$ cat src/ara_pkg.sv
`default_nettype none

package ara_pkg;

  // Sizing
  localparam int unsigned CLIENTS = 64;
  localparam int unsigned HOLES   = 16;
  localparam int unsigned ADDR_W  = 32;
  localparam int unsigned CID_W   = $clog2(CLIENTS);
  localparam int unsigned HIDX_W  = $clog2(HOLES);
  localparam int unsigned HCNT_W  = $clog2(HOLES + 1);
  localparam int unsigned HSZ_W   = ADDR_W + 1;

  typedef enum logic [1:0] {
    OP_ALLOC   = 2'd0,
    OP_RELEASE = 2'd1,
    OP_CLEAR   = 2'd2,
    OP_NONE    = 2'd3
  } opcode_e;

  typedef enum logic [2:0] {
    ST_NEW      = 3'd0,
    ST_HELD     = 3'd1,
    ST_RELEASED = 3'd2,
    ST_NOT_HELD = 3'd3,
    ST_FULL     = 3'd4,
    ST_OVERFLOW = 3'd5,
    ST_ZERO     = 3'd6
  } status_e;

  typedef enum logic [3:0] {
    S_IDLE, S_LOOKUP, S_HELD, S_ASCAN, S_BUMP, S_DOWN, S_COMMIT,
    S_RSCAN, S_RJOIN, S_UP, S_INS, S_DONE
  } state_e;

  typedef enum logic [2:0] {
    IDX_HOLD, IDX_ZERO, IDX_INC, IDX_DEC, IDX_LAST
  } idx_sel_e;

  typedef enum logic [2:0] {
    HW_NONE, HW_SPLIT, HW_DOWN, HW_UP, HW_BOTH, HW_PREV, HW_NEXT, HW_INSERT
  } hole_wr_e;

  typedef enum logic [1:0] {
    CNT_HOLD, CNT_INC, CNT_DEC, CNT_CLR
  } cnt_op_e;

  typedef enum logic [2:0] {
    RES_HOLD, RES_ZERO, RES_HELD, RES_HOLE, RES_BUMP
  } res_op_e;

  // Controller to datapath
  typedef struct packed {
    logic     in_ld;
    idx_sel_e idx_sel;
    hole_wr_e hole_wr;
    cnt_op_e  cnt_op;
    res_op_e  res_op;
    status_e  res_st;
    logic     held_we;
    logic     held_set;
    logic     held_clr;
    logic     held_clr_all;
    logic     bump_adv;
    logic     bump_clr;
    logic     prev_ld;
    logic     join_ld;
    logic     end_ld;
    logic     out_ld;
  } cmd_t;

  // Datapath to controller
  typedef struct packed {
    opcode_e op;
    logic    req_zero;
    logic    held_valid;
    logic    idx_lt_cnt;
    logic    fits;
    logic    exact;
    logic    before_s;
    logic    join_prev;
    logic    join_next;
    logic    cnt_full;
    logic    idx_eq_pos;
    logic    cnt_eq_pos;
    logic    bump_ovf;
    logic    out_free;
  } sts_t;

endpackage

`default_nettype wire

$ cat src/ara_ctrl.sv
`default_nettype none

module ara_ctrl (
  input  wire logic          clk_i,
  input  wire logic          rst_ni,
  input  wire logic          in_valid_i,
  output logic               in_ready_o,
  input  wire ara_pkg::sts_t sts_i,
  output ara_pkg::cmd_t      cmd_o
);

  ara_pkg::state_e state_q, state_d;

  always_ff @(posedge clk_i or negedge rst_ni) begin
    if (!rst_ni) state_q <= ara_pkg::S_IDLE;
    else         state_q <= state_d;
  end

  assign in_ready_o = (state_q == ara_pkg::S_IDLE);

  // Next state
  always_comb begin
    state_d = state_q;
    case (state_q)
      ara_pkg::S_IDLE:   if (in_valid_i) state_d = ara_pkg::S_LOOKUP;
      ara_pkg::S_LOOKUP: begin
        case (sts_i.op)
          ara_pkg::OP_ALLOC:
            state_d = sts_i.req_zero ? ara_pkg::S_DONE : ara_pkg::S_HELD;
          ara_pkg::OP_RELEASE:
            state_d = sts_i.held_valid ? ara_pkg::S_HELD : ara_pkg::S_DONE;
          default: state_d = ara_pkg::S_DONE;
        endcase
      end
      ara_pkg::S_HELD: begin
        if (sts_i.op == ara_pkg::OP_RELEASE) state_d = ara_pkg::S_RSCAN;
        else if (sts_i.held_valid)           state_d = ara_pkg::S_DONE;
        else                                 state_d = ara_pkg::S_ASCAN;
      end
      ara_pkg::S_ASCAN: begin
        if (!sts_i.idx_lt_cnt) state_d = ara_pkg::S_BUMP;
        else if (sts_i.fits)   state_d = sts_i.exact ? ara_pkg::S_DOWN : ara_pkg::S_COMMIT;
      end
      ara_pkg::S_BUMP:   state_d = sts_i.bump_ovf ? ara_pkg::S_DONE : ara_pkg::S_COMMIT;
      ara_pkg::S_DOWN: begin
        if (!sts_i.idx_lt_cnt) begin
          state_d = (sts_i.op == ara_pkg::OP_ALLOC) ? ara_pkg::S_COMMIT : ara_pkg::S_DONE;
        end
      end
      ara_pkg::S_COMMIT: state_d = ara_pkg::S_DONE;
      ara_pkg::S_RSCAN:  if (!(sts_i.idx_lt_cnt && sts_i.before_s)) state_d = ara_pkg::S_RJOIN;
      ara_pkg::S_RJOIN: begin
        if (sts_i.join_prev && sts_i.join_next)    state_d = ara_pkg::S_DOWN;
        else if (sts_i.join_prev || sts_i.join_next) state_d = ara_pkg::S_DONE;
        else if (sts_i.cnt_full)                   state_d = ara_pkg::S_DONE;
        else if (sts_i.cnt_eq_pos)                 state_d = ara_pkg::S_INS;
        else                                       state_d = ara_pkg::S_UP;
      end
      ara_pkg::S_UP:     if (sts_i.idx_eq_pos) state_d = ara_pkg::S_INS;
      ara_pkg::S_INS:    state_d = ara_pkg::S_DONE;
      ara_pkg::S_DONE:   if (sts_i.out_free) state_d = ara_pkg::S_IDLE;
      default:           state_d = ara_pkg::S_IDLE;
    endcase
  end

  // Commands
  always_comb begin
    cmd_o = '0;
    case (state_q)
      ara_pkg::S_IDLE: begin
        if (in_valid_i) begin
          cmd_o.in_ld   = 1'b1;
          cmd_o.idx_sel = ara_pkg::IDX_ZERO;
        end
      end
      ara_pkg::S_LOOKUP: begin
        case (sts_i.op)
          ara_pkg::OP_ALLOC: begin
            if (sts_i.req_zero) begin
              cmd_o.res_op = ara_pkg::RES_ZERO;
              cmd_o.res_st = ara_pkg::ST_ZERO;
            end
          end
          ara_pkg::OP_RELEASE: begin
            if (!sts_i.held_valid) begin
              cmd_o.res_op = ara_pkg::RES_ZERO;
              cmd_o.res_st = ara_pkg::ST_NOT_HELD;
            end
          end
          ara_pkg::OP_CLEAR: begin
            cmd_o.held_clr_all = 1'b1;
            cmd_o.cnt_op       = ara_pkg::CNT_CLR;
            cmd_o.bump_clr     = 1'b1;
            cmd_o.res_op       = ara_pkg::RES_ZERO;
            cmd_o.res_st       = ara_pkg::ST_RELEASED;
          end
          default: begin
            cmd_o.res_op = ara_pkg::RES_ZERO;
            cmd_o.res_st = ara_pkg::ST_NOT_HELD;
          end
        endcase
      end
      ara_pkg::S_HELD: begin
        if (sts_i.op == ara_pkg::OP_RELEASE) begin
          cmd_o.res_op = ara_pkg::RES_HELD;
          cmd_o.res_st = ara_pkg::ST_RELEASED;
          cmd_o.end_ld = 1'b1;
        end else if (sts_i.held_valid) begin
          cmd_o.res_op = ara_pkg::RES_HELD;
          cmd_o.res_st = ara_pkg::ST_HELD;
        end
      end
      ara_pkg::S_ASCAN: begin
        if (sts_i.idx_lt_cnt) begin
          if (sts_i.fits) begin
            cmd_o.res_op = ara_pkg::RES_HOLE;
            cmd_o.res_st = ara_pkg::ST_NEW;
            if (sts_i.exact) cmd_o.idx_sel = ara_pkg::IDX_INC;
            else             cmd_o.hole_wr = ara_pkg::HW_SPLIT;
          end else begin
            cmd_o.idx_sel = ara_pkg::IDX_INC;
          end
        end
      end
      ara_pkg::S_BUMP: begin
        if (sts_i.bump_ovf) begin
          cmd_o.res_op = ara_pkg::RES_ZERO;
          cmd_o.res_st = ara_pkg::ST_OVERFLOW;
        end else begin
          cmd_o.res_op   = ara_pkg::RES_BUMP;
          cmd_o.res_st   = ara_pkg::ST_NEW;
          cmd_o.bump_adv = 1'b1;
        end
      end
      ara_pkg::S_DOWN: begin
        if (sts_i.idx_lt_cnt) begin
          cmd_o.hole_wr = ara_pkg::HW_DOWN;
          cmd_o.idx_sel = ara_pkg::IDX_INC;
        end else begin
          cmd_o.cnt_op = ara_pkg::CNT_DEC;
        end
      end
      ara_pkg::S_COMMIT: begin
        cmd_o.held_we  = 1'b1;
        cmd_o.held_set = 1'b1;
      end
      ara_pkg::S_RSCAN: begin
        if (sts_i.idx_lt_cnt && sts_i.before_s) begin
          cmd_o.prev_ld = 1'b1;
          cmd_o.idx_sel = ara_pkg::IDX_INC;
        end else begin
          cmd_o.join_ld = 1'b1;
        end
      end
      ara_pkg::S_RJOIN: begin
        if (sts_i.join_prev && sts_i.join_next) begin
          cmd_o.hole_wr  = ara_pkg::HW_BOTH;
          cmd_o.held_clr = 1'b1;
          cmd_o.idx_sel  = ara_pkg::IDX_INC;
        end else if (sts_i.join_prev) begin
          cmd_o.hole_wr  = ara_pkg::HW_PREV;
          cmd_o.held_clr = 1'b1;
        end else if (sts_i.join_next) begin
          cmd_o.hole_wr  = ara_pkg::HW_NEXT;
          cmd_o.held_clr = 1'b1;
        end else if (sts_i.cnt_full) begin
          cmd_o.res_op = ara_pkg::RES_ZERO;
          cmd_o.res_st = ara_pkg::ST_FULL;
        end else begin
          cmd_o.held_clr = 1'b1;
          if (!sts_i.cnt_eq_pos) cmd_o.idx_sel = ara_pkg::IDX_LAST;
        end
      end
      ara_pkg::S_UP: begin
        cmd_o.hole_wr = ara_pkg::HW_UP;
        if (!sts_i.idx_eq_pos) cmd_o.idx_sel = ara_pkg::IDX_DEC;
      end
      ara_pkg::S_INS: begin
        cmd_o.hole_wr = ara_pkg::HW_INSERT;
        cmd_o.cnt_op  = ara_pkg::CNT_INC;
      end
      ara_pkg::S_DONE: cmd_o.out_ld = sts_i.out_free;
      default: ;
    endcase
  end

endmodule

`default_nettype wire

$ cat config.mk
export PLATFORM = sky130hd
export DESIGN_NAME = ara_ctrl
export DESIGN_NICKNAME = d
export VERILOG_FILES = /design/src/ara_pkg.sv /design/src/ara_ctrl.sv
export SDC_FILE = /design/constraint.sdc
export NUM_CORES = 1
export LEC_CHECK = 0
export ABC_AREA = 1
export BUFFER_PORTS_ARGS = -buffer_cell sky130_fd_sc_hd__buf_4
export CAP_MARGIN = 25
export CORE_MARGIN = 2
export CORE_UTILIZATION = 29
export CTS_CLUSTER_SIZE = 16
export DETAILED_ROUTE_END_ITERATION = 10
export PLACE_DENSITY = 0.55
export SLEW_MARGIN = 10
export SYNTH_ARGS = -nofsm -noshare
export SYNTH_HDL_FRONTEND = slang
export SYNTH_SLANG_ARGS = --single-unit
$ cat constraint.sdc
create_clock -name clk_i -period 1.8 [get_ports clk_i]
set_input_delay 0.18 -clock clk_i [delete_from_list [all_inputs] [get_ports clk_i]]
set_output_delay 0.18 -clock clk_i [all_outputs]
set_load 0.05 [all_outputs]
==> qor.txt, run 1 <==
Status: completed
Top-Level Pins: 44
Dpl ws: 0.157 ns
Area of the mapped netlist: 808 um^2
Synth-to-layout area growth: 77.7%
Hold WS: 0.281 ns
Layout cell share with drive strength beyond 1: 0.522
Clk_lat worst skew: 0.23 ns
Vias/cell: 4.76
Post-route insts no fill: 232
Setup Viol. Count Final: 0
All-Layer GR Usage: 0.173
Tot Pwr: 2.46 mW
Initial DRC Count: 29
Max Cap Viol: 0
Period Utilization, post-route: 0.990
Starting Density: 0.298
CP required: 1.62 ns
Worst EP arrival: 1.60 ns
Top flop regs: state_q: 4 flops
Achievable Freq: 561 MHz
Skew final: 0.00231 ns
HP Class: input port to async pin
Drt first pass iters: 4
Final Util: 0.530
Remaining Overflow, GRT: 0
Synth unique cells: 23
DRC viols: 0
Pwr Density: 1710 nW/um^2
Vias in the first global route: 1015
Clock root buffer master: clkbuf_4
Most numerous cell in the Yosys netlist: nand2_1
CTS sink count: 4
Worst Max-Slew Pin Slew: 0.412 ns
Row count: 19
Pleak: 0.815 nW
ANT cells: 0
Ys Warns: 0
First-pass GRT wire length: 4.44 mm
WL per Instance: 12.2 um
Top_reg_cell synth: dfrtp_1
Synth top area share: 0.181
TritonCTS buffer count: 3
Initial antenna violation count: 0
CTS tree: built
Fin. max-slew vios: 0
Final Hold Fails: 0
Largest Register: state_q
IO buf count: 43
Final worst slack: 0.0180 ns
Cell taking the most area after synthesis: nand2_1
Core area: 2710 um^2
Setup tns final: 0 ns
DR vias: 1104
GP Congestion: 0.866
Hpwl dp: 2.41 mm
Final nets: 221
Maximum fanout along the worst path: 7
Die area: 3230 um^2
DP Area: 1240 um^2
Top cells by count, synth: nand2_1, inv_1, nor2_1, nand3_1, inv_2
Final Cell Area: 1440 um^2
Die X: 56.8 um
Peak VDD IR: 1.07 mV
Unrepaired setup endpoints after global routing: true
Die height: 56.8 um
Largest net degree at the start of global routing: 9
Avg Inst Size Synth: 5.39 um^2
Inst Count DP: 223
Remaining antenna violation count: 0
Deepest clock path buffer count: 2
Syn Nets: 168
Mapped Cells: 150
Yosys reg bits: 4
DRT Wirelength: 2.83 mm
Clock slew at reported path FFs: 0.04 ns
Critical Path End Type: primary output
Critical path startpoint category: flip-flop
EDFF count, synth: 0
Setup CP Type: flip-flop to primary output
Async S/R FF share, synth: 1.00
Max reg flops: 4
Htree depth: 1
Seq/Total Area, Yosys: 0.124
Slew margin rel.: 0.724
Shortest period the worst path allows: 1.78 ns
Synth top area cells: nand2_1, dfrtp_1, inv_1
==> worst max-delay path: stages (launching register included) <==
cell      delay, ns
dfrtp_2        0.45
buf_4          0.16
nand2_4        0.07
inv_4          0.05
nand2_4        0.08
inv_2          0.04
nand2_1        0.07
nand2_2        0.07
nor2_4         0.10
nand3b_1       0.10
buf_6          0.17
==> worst paths after layout <==
check,start,endpoint,slack (ns),depth (start not counted)
worst max-delay path,state_q[0],cmd_o[22],0.02,10
worst min-delay path,rst_ni,state_q[1],0.28,2
worst max register to register,state_q[0],state_q[3],0.21,11
worst min register to register,state_q[3],state_q[3],0.59,2
max in group asynchronous,rst_ni,state_q[2],1.41,2
min in group clk_i,sts_i[2],state_q[1],0.40,7
==> metal layers <==
| metal | up-vias | wire, um | global-route usage |
|---|---|---|---|
| li1 | 574 | - | - |
| met1 | 498 | 1160 | 0.205 |
| met2 | 30 | 1540 | 0.332 |
| met3 | 2 | 110 | 0.00461 |
| met4 | 0 | 15 | 0.0532 |
| met5 | - | 0 | 0 |
==> cells in the final DEF (no fill, tap or decap) <==
cell type       n
o31ai_4         1
o21ai_0         3
dlygate4sd3_1   1
inv_2          10
nand2_4         7
nand2_1        36
inv_4           1
a21oi_1         2
nor2_4         11
a21oi_2         3
buf_8           2
dfrtp_2         4
o21ai_1         1
nand3b_1        2
clkbuf_4        3
nand3_1        11
o21ai_2         2
inv_1          20
a31oi_2         1
o211ai_1        1
and2_1          1
nor2_1         15
buf_6           7
nand4_1         3
buf_4          40
nor3_2          3
nand2_2         4
nor3_4          2
nand3_2         4
==> power by group <==
part / internal [mW] / switching (mW)
clock network: 0.0742 / 0.0320
logic: 0.708 / 1.40
registers: 0.145 / 0.0990
==> area by class of cell <==
type | instances | area [um^2]
tap | 31 | 38.8
sequential | 4 | 105
clock buffer | 3 | 22.5
multi-input combinational | 113 | 732
inverter | 31 | 119
timing repair buffer | 50 | 419
fill | 292 | 1270
==> kinds of logic after synthesis <==
family | share of synthesized area
flip-flops | 0.124
AND/OR/NAND/NOR | 0.615
buffers and inverters | 0.163
AO/OA/AOI/OAI | 0.0991
==> repair_timing <==
item | 4_1_cts | 5_1_grt
pin swaps | 2 | 9
gates resized for setup | 7 | 27
hold buffers | 1 | 0
setup buffers | 0 | 5
setup endpoints to repair | 9 | 11
hold endpoints to repair | 4 | 0
Power figures use the tool's default switching activity.
==> inputs of run 2 (changes only) <==
Settings changed: PLACE_DENSITY 0.55 to 0.57.
Clock period 1.8 ns to 1.5 ns, I/O delays scaled along.
==> run 2 against run 1 <==
Compared with the run above: the flow now finishes with violations (setup timing); flip-flop and latch count stayed put; non-clock buffer count rose by 21; clock skew is 0.0021 ns lower; clock-buffer cell count did not move; critical path type unchanged; critical endpoint is now cmd_o[18]; highest routed layer unchanged.
==> qor.txt, run 2 (synthesis gave the netlist of run 1 again) <==
DP Area: 1370 um^2
CTS sink count: 4
GP Congestion: 0.826
Synth-to-layout area growth: 122%
Fin. max-slew vios: 0
Achievable Freq: 590 MHz
Sequential power share: 0.085
CTS tree: built
Core area: 2710 um^2
Failing checks: setup timing
Peak VDD IR: 1.51 mV
Starting Density: 0.298
Initial DRC Count: 24
Tot Pwr: 3.49 mW
DRC viols: 0
Row count: 19
Vias/cell: 4.66
Pwr Density: 1940 nW/um^2
Vias in the first global route: 1160
Final Hold Fails: 0
Critical path startpoint category: flip-flop
Setup CP Type: flip-flop to primary output
Worst EP arrival: 1.54 ns
Htree depth: 1
HP Class: input port to async pin
Max reg flops: 4
Critical Path End Type: primary output
Skew final: 0.000175 ns
Clock share of power: 0.038
Die area: 3230 um^2
Maximum fanout along the worst path: 4
Hpwl dp: 2.48 mm
Die X: 56.8 um
CP required: 1.35 ns
Status: finished, violations left
WL per Instance: 12.5 um
Most frequent cells in the layout: buf_4, nand2_1, buf_6, inv_2, nor2_1
Setup Viol. Count Final: 24
Remaining Overflow, GRT: 0
Deepest clock path buffer count: 2
Final Cell Area: 1800 um^2
Commonest non-fill, non-tap cell in the layout: buf_4
Final worst slack: -0.195 ns
DRT Wirelength: 3.17 mm
Clock root buffer master: clkbuf_4
Layout cell share with drive strength beyond 1: 0.653
Net Sw Frac: 0.571
Largest Register: state_q
Unrepaired setup endpoints after global routing: true
Combinational Power Share: 0.877
Die height: 56.8 um
Period Utilization, post-route: 1.13
Largest net degree at the start of global routing: 9
Pleak: 0.938 nW
Final nets: 242
Clk_lat worst skew: 0.23 ns
Sw power: 2.00 mW
First-pass GRT wire length: 5.22 mm
DR vias: 1178
Internal power: 1.50 mW
Max Cap Viol: 0
TritonCTS buffer count: 3
Drt first pass iters: 4
Shortest period the worst path allows: 1.69 ns
Top flop regs: state_q: 4 flops
Initial antenna violation count: 0
IO buf count: 43
Top-Level Pins: 44
Clock slew at reported path FFs: 0.04 ns
Slew margin rel.: 0.828
Dpl ws: -0.0696 ns
ANT cells: 0
Worst Max-Slew Pin Slew: 0.257 ns
Remaining antenna violation count: 0
All-Layer GR Usage: 0.204
[run 2: cell types whose count changed in the layout (fill, tap and decap cells not counted), sizes merged]
cell,before,now
clkinvlp,0,1
buf,49,70
inv,31,30
[run 2: area by class of cell]
class	count	area [um^2]
Clock buffer	3	22.5
Fill cell	240	913
Inverter	31	128
Multi-Input combinational cell	113	813
Sequential cell	4	105
Tap cell	31	38.8
Timing Repair Buffer	71	689
[run 2: power groups by stage]
stage	combinational, mW	sequential (mW)	clock [mW]
finish	3.07	0.296	0.132
detailed placement	2.40	0.292	0
global route	3.27	0.307	0.142
global placement	2.40	0.287	0
floorplan	1.70	0.283	0
CTS	2.94	0.288	0.137
[run 2: worst paths after layout]
path | from | end | slack [ns] | cells after the start
worst max-delay path | state_q[2] | cmd_o[18] | -0.19 | 6
worst min-delay path | rst_ni | state_q[3] | 0.26 | 2
worst max register to register | state_q[2] | state_q[2] | 0.05 | 7
worst min register to register | state_q[3] | state_q[3] | 0.61 | 2
max in group asynchronous | rst_ni | state_q[1] | 1.12 | 2
min in group clk_i | sts_i[8] | state_q[1] | 0.38 | 6
[run 2: worst max-delay path, cell delays in order, from the launching register on]
cell and delay, ns:
dfrtp_2 0.44, nor2_4 0.22, nand2_4 0.10, nor3_4 0.18, a21oi_2 0.11, o31ai_4 0.07, buf_6 0.19
[run 2: stage by stage]
stage | std cells | TNS (ns) | util | hold slack [ns]
global route | 253 | -5.02 | 0.663 | 0.274
global placement | 234 | -0.0533 | 0.506 | -0.0537
CTS | 251 | -2.93 | 0.627 | 0.237
detailed placement | 234 | -0.0790 | 0.506 | -0.0535
floorplan | 150 | -1.36 | - | -0.146
finish | 253 | -3.00 | 0.663 | 0.264
[run 2: metal layers]
layer | up-vias | global-route usage | share of wire
met3 | 2 | 0.00461 | 0.021
met2 | 24 | 0.387 | 0.56
met1 | 535 | 0.253 | 0.41
met5 | - | 0 | 0
li1 | 617 | - | -
met4 | 0 | 0.0432 | 0.0066
[run 2: repair_timing]
action / in CTS / in global routing
resized for setup: 52 / 23
endpoints found under the setup margin: 23 / 30
hold buffers: 1 / 0
buffers inserted: 13 / 3
hold endpoints to repair: 4 / 0
pin swaps: 13 / 13
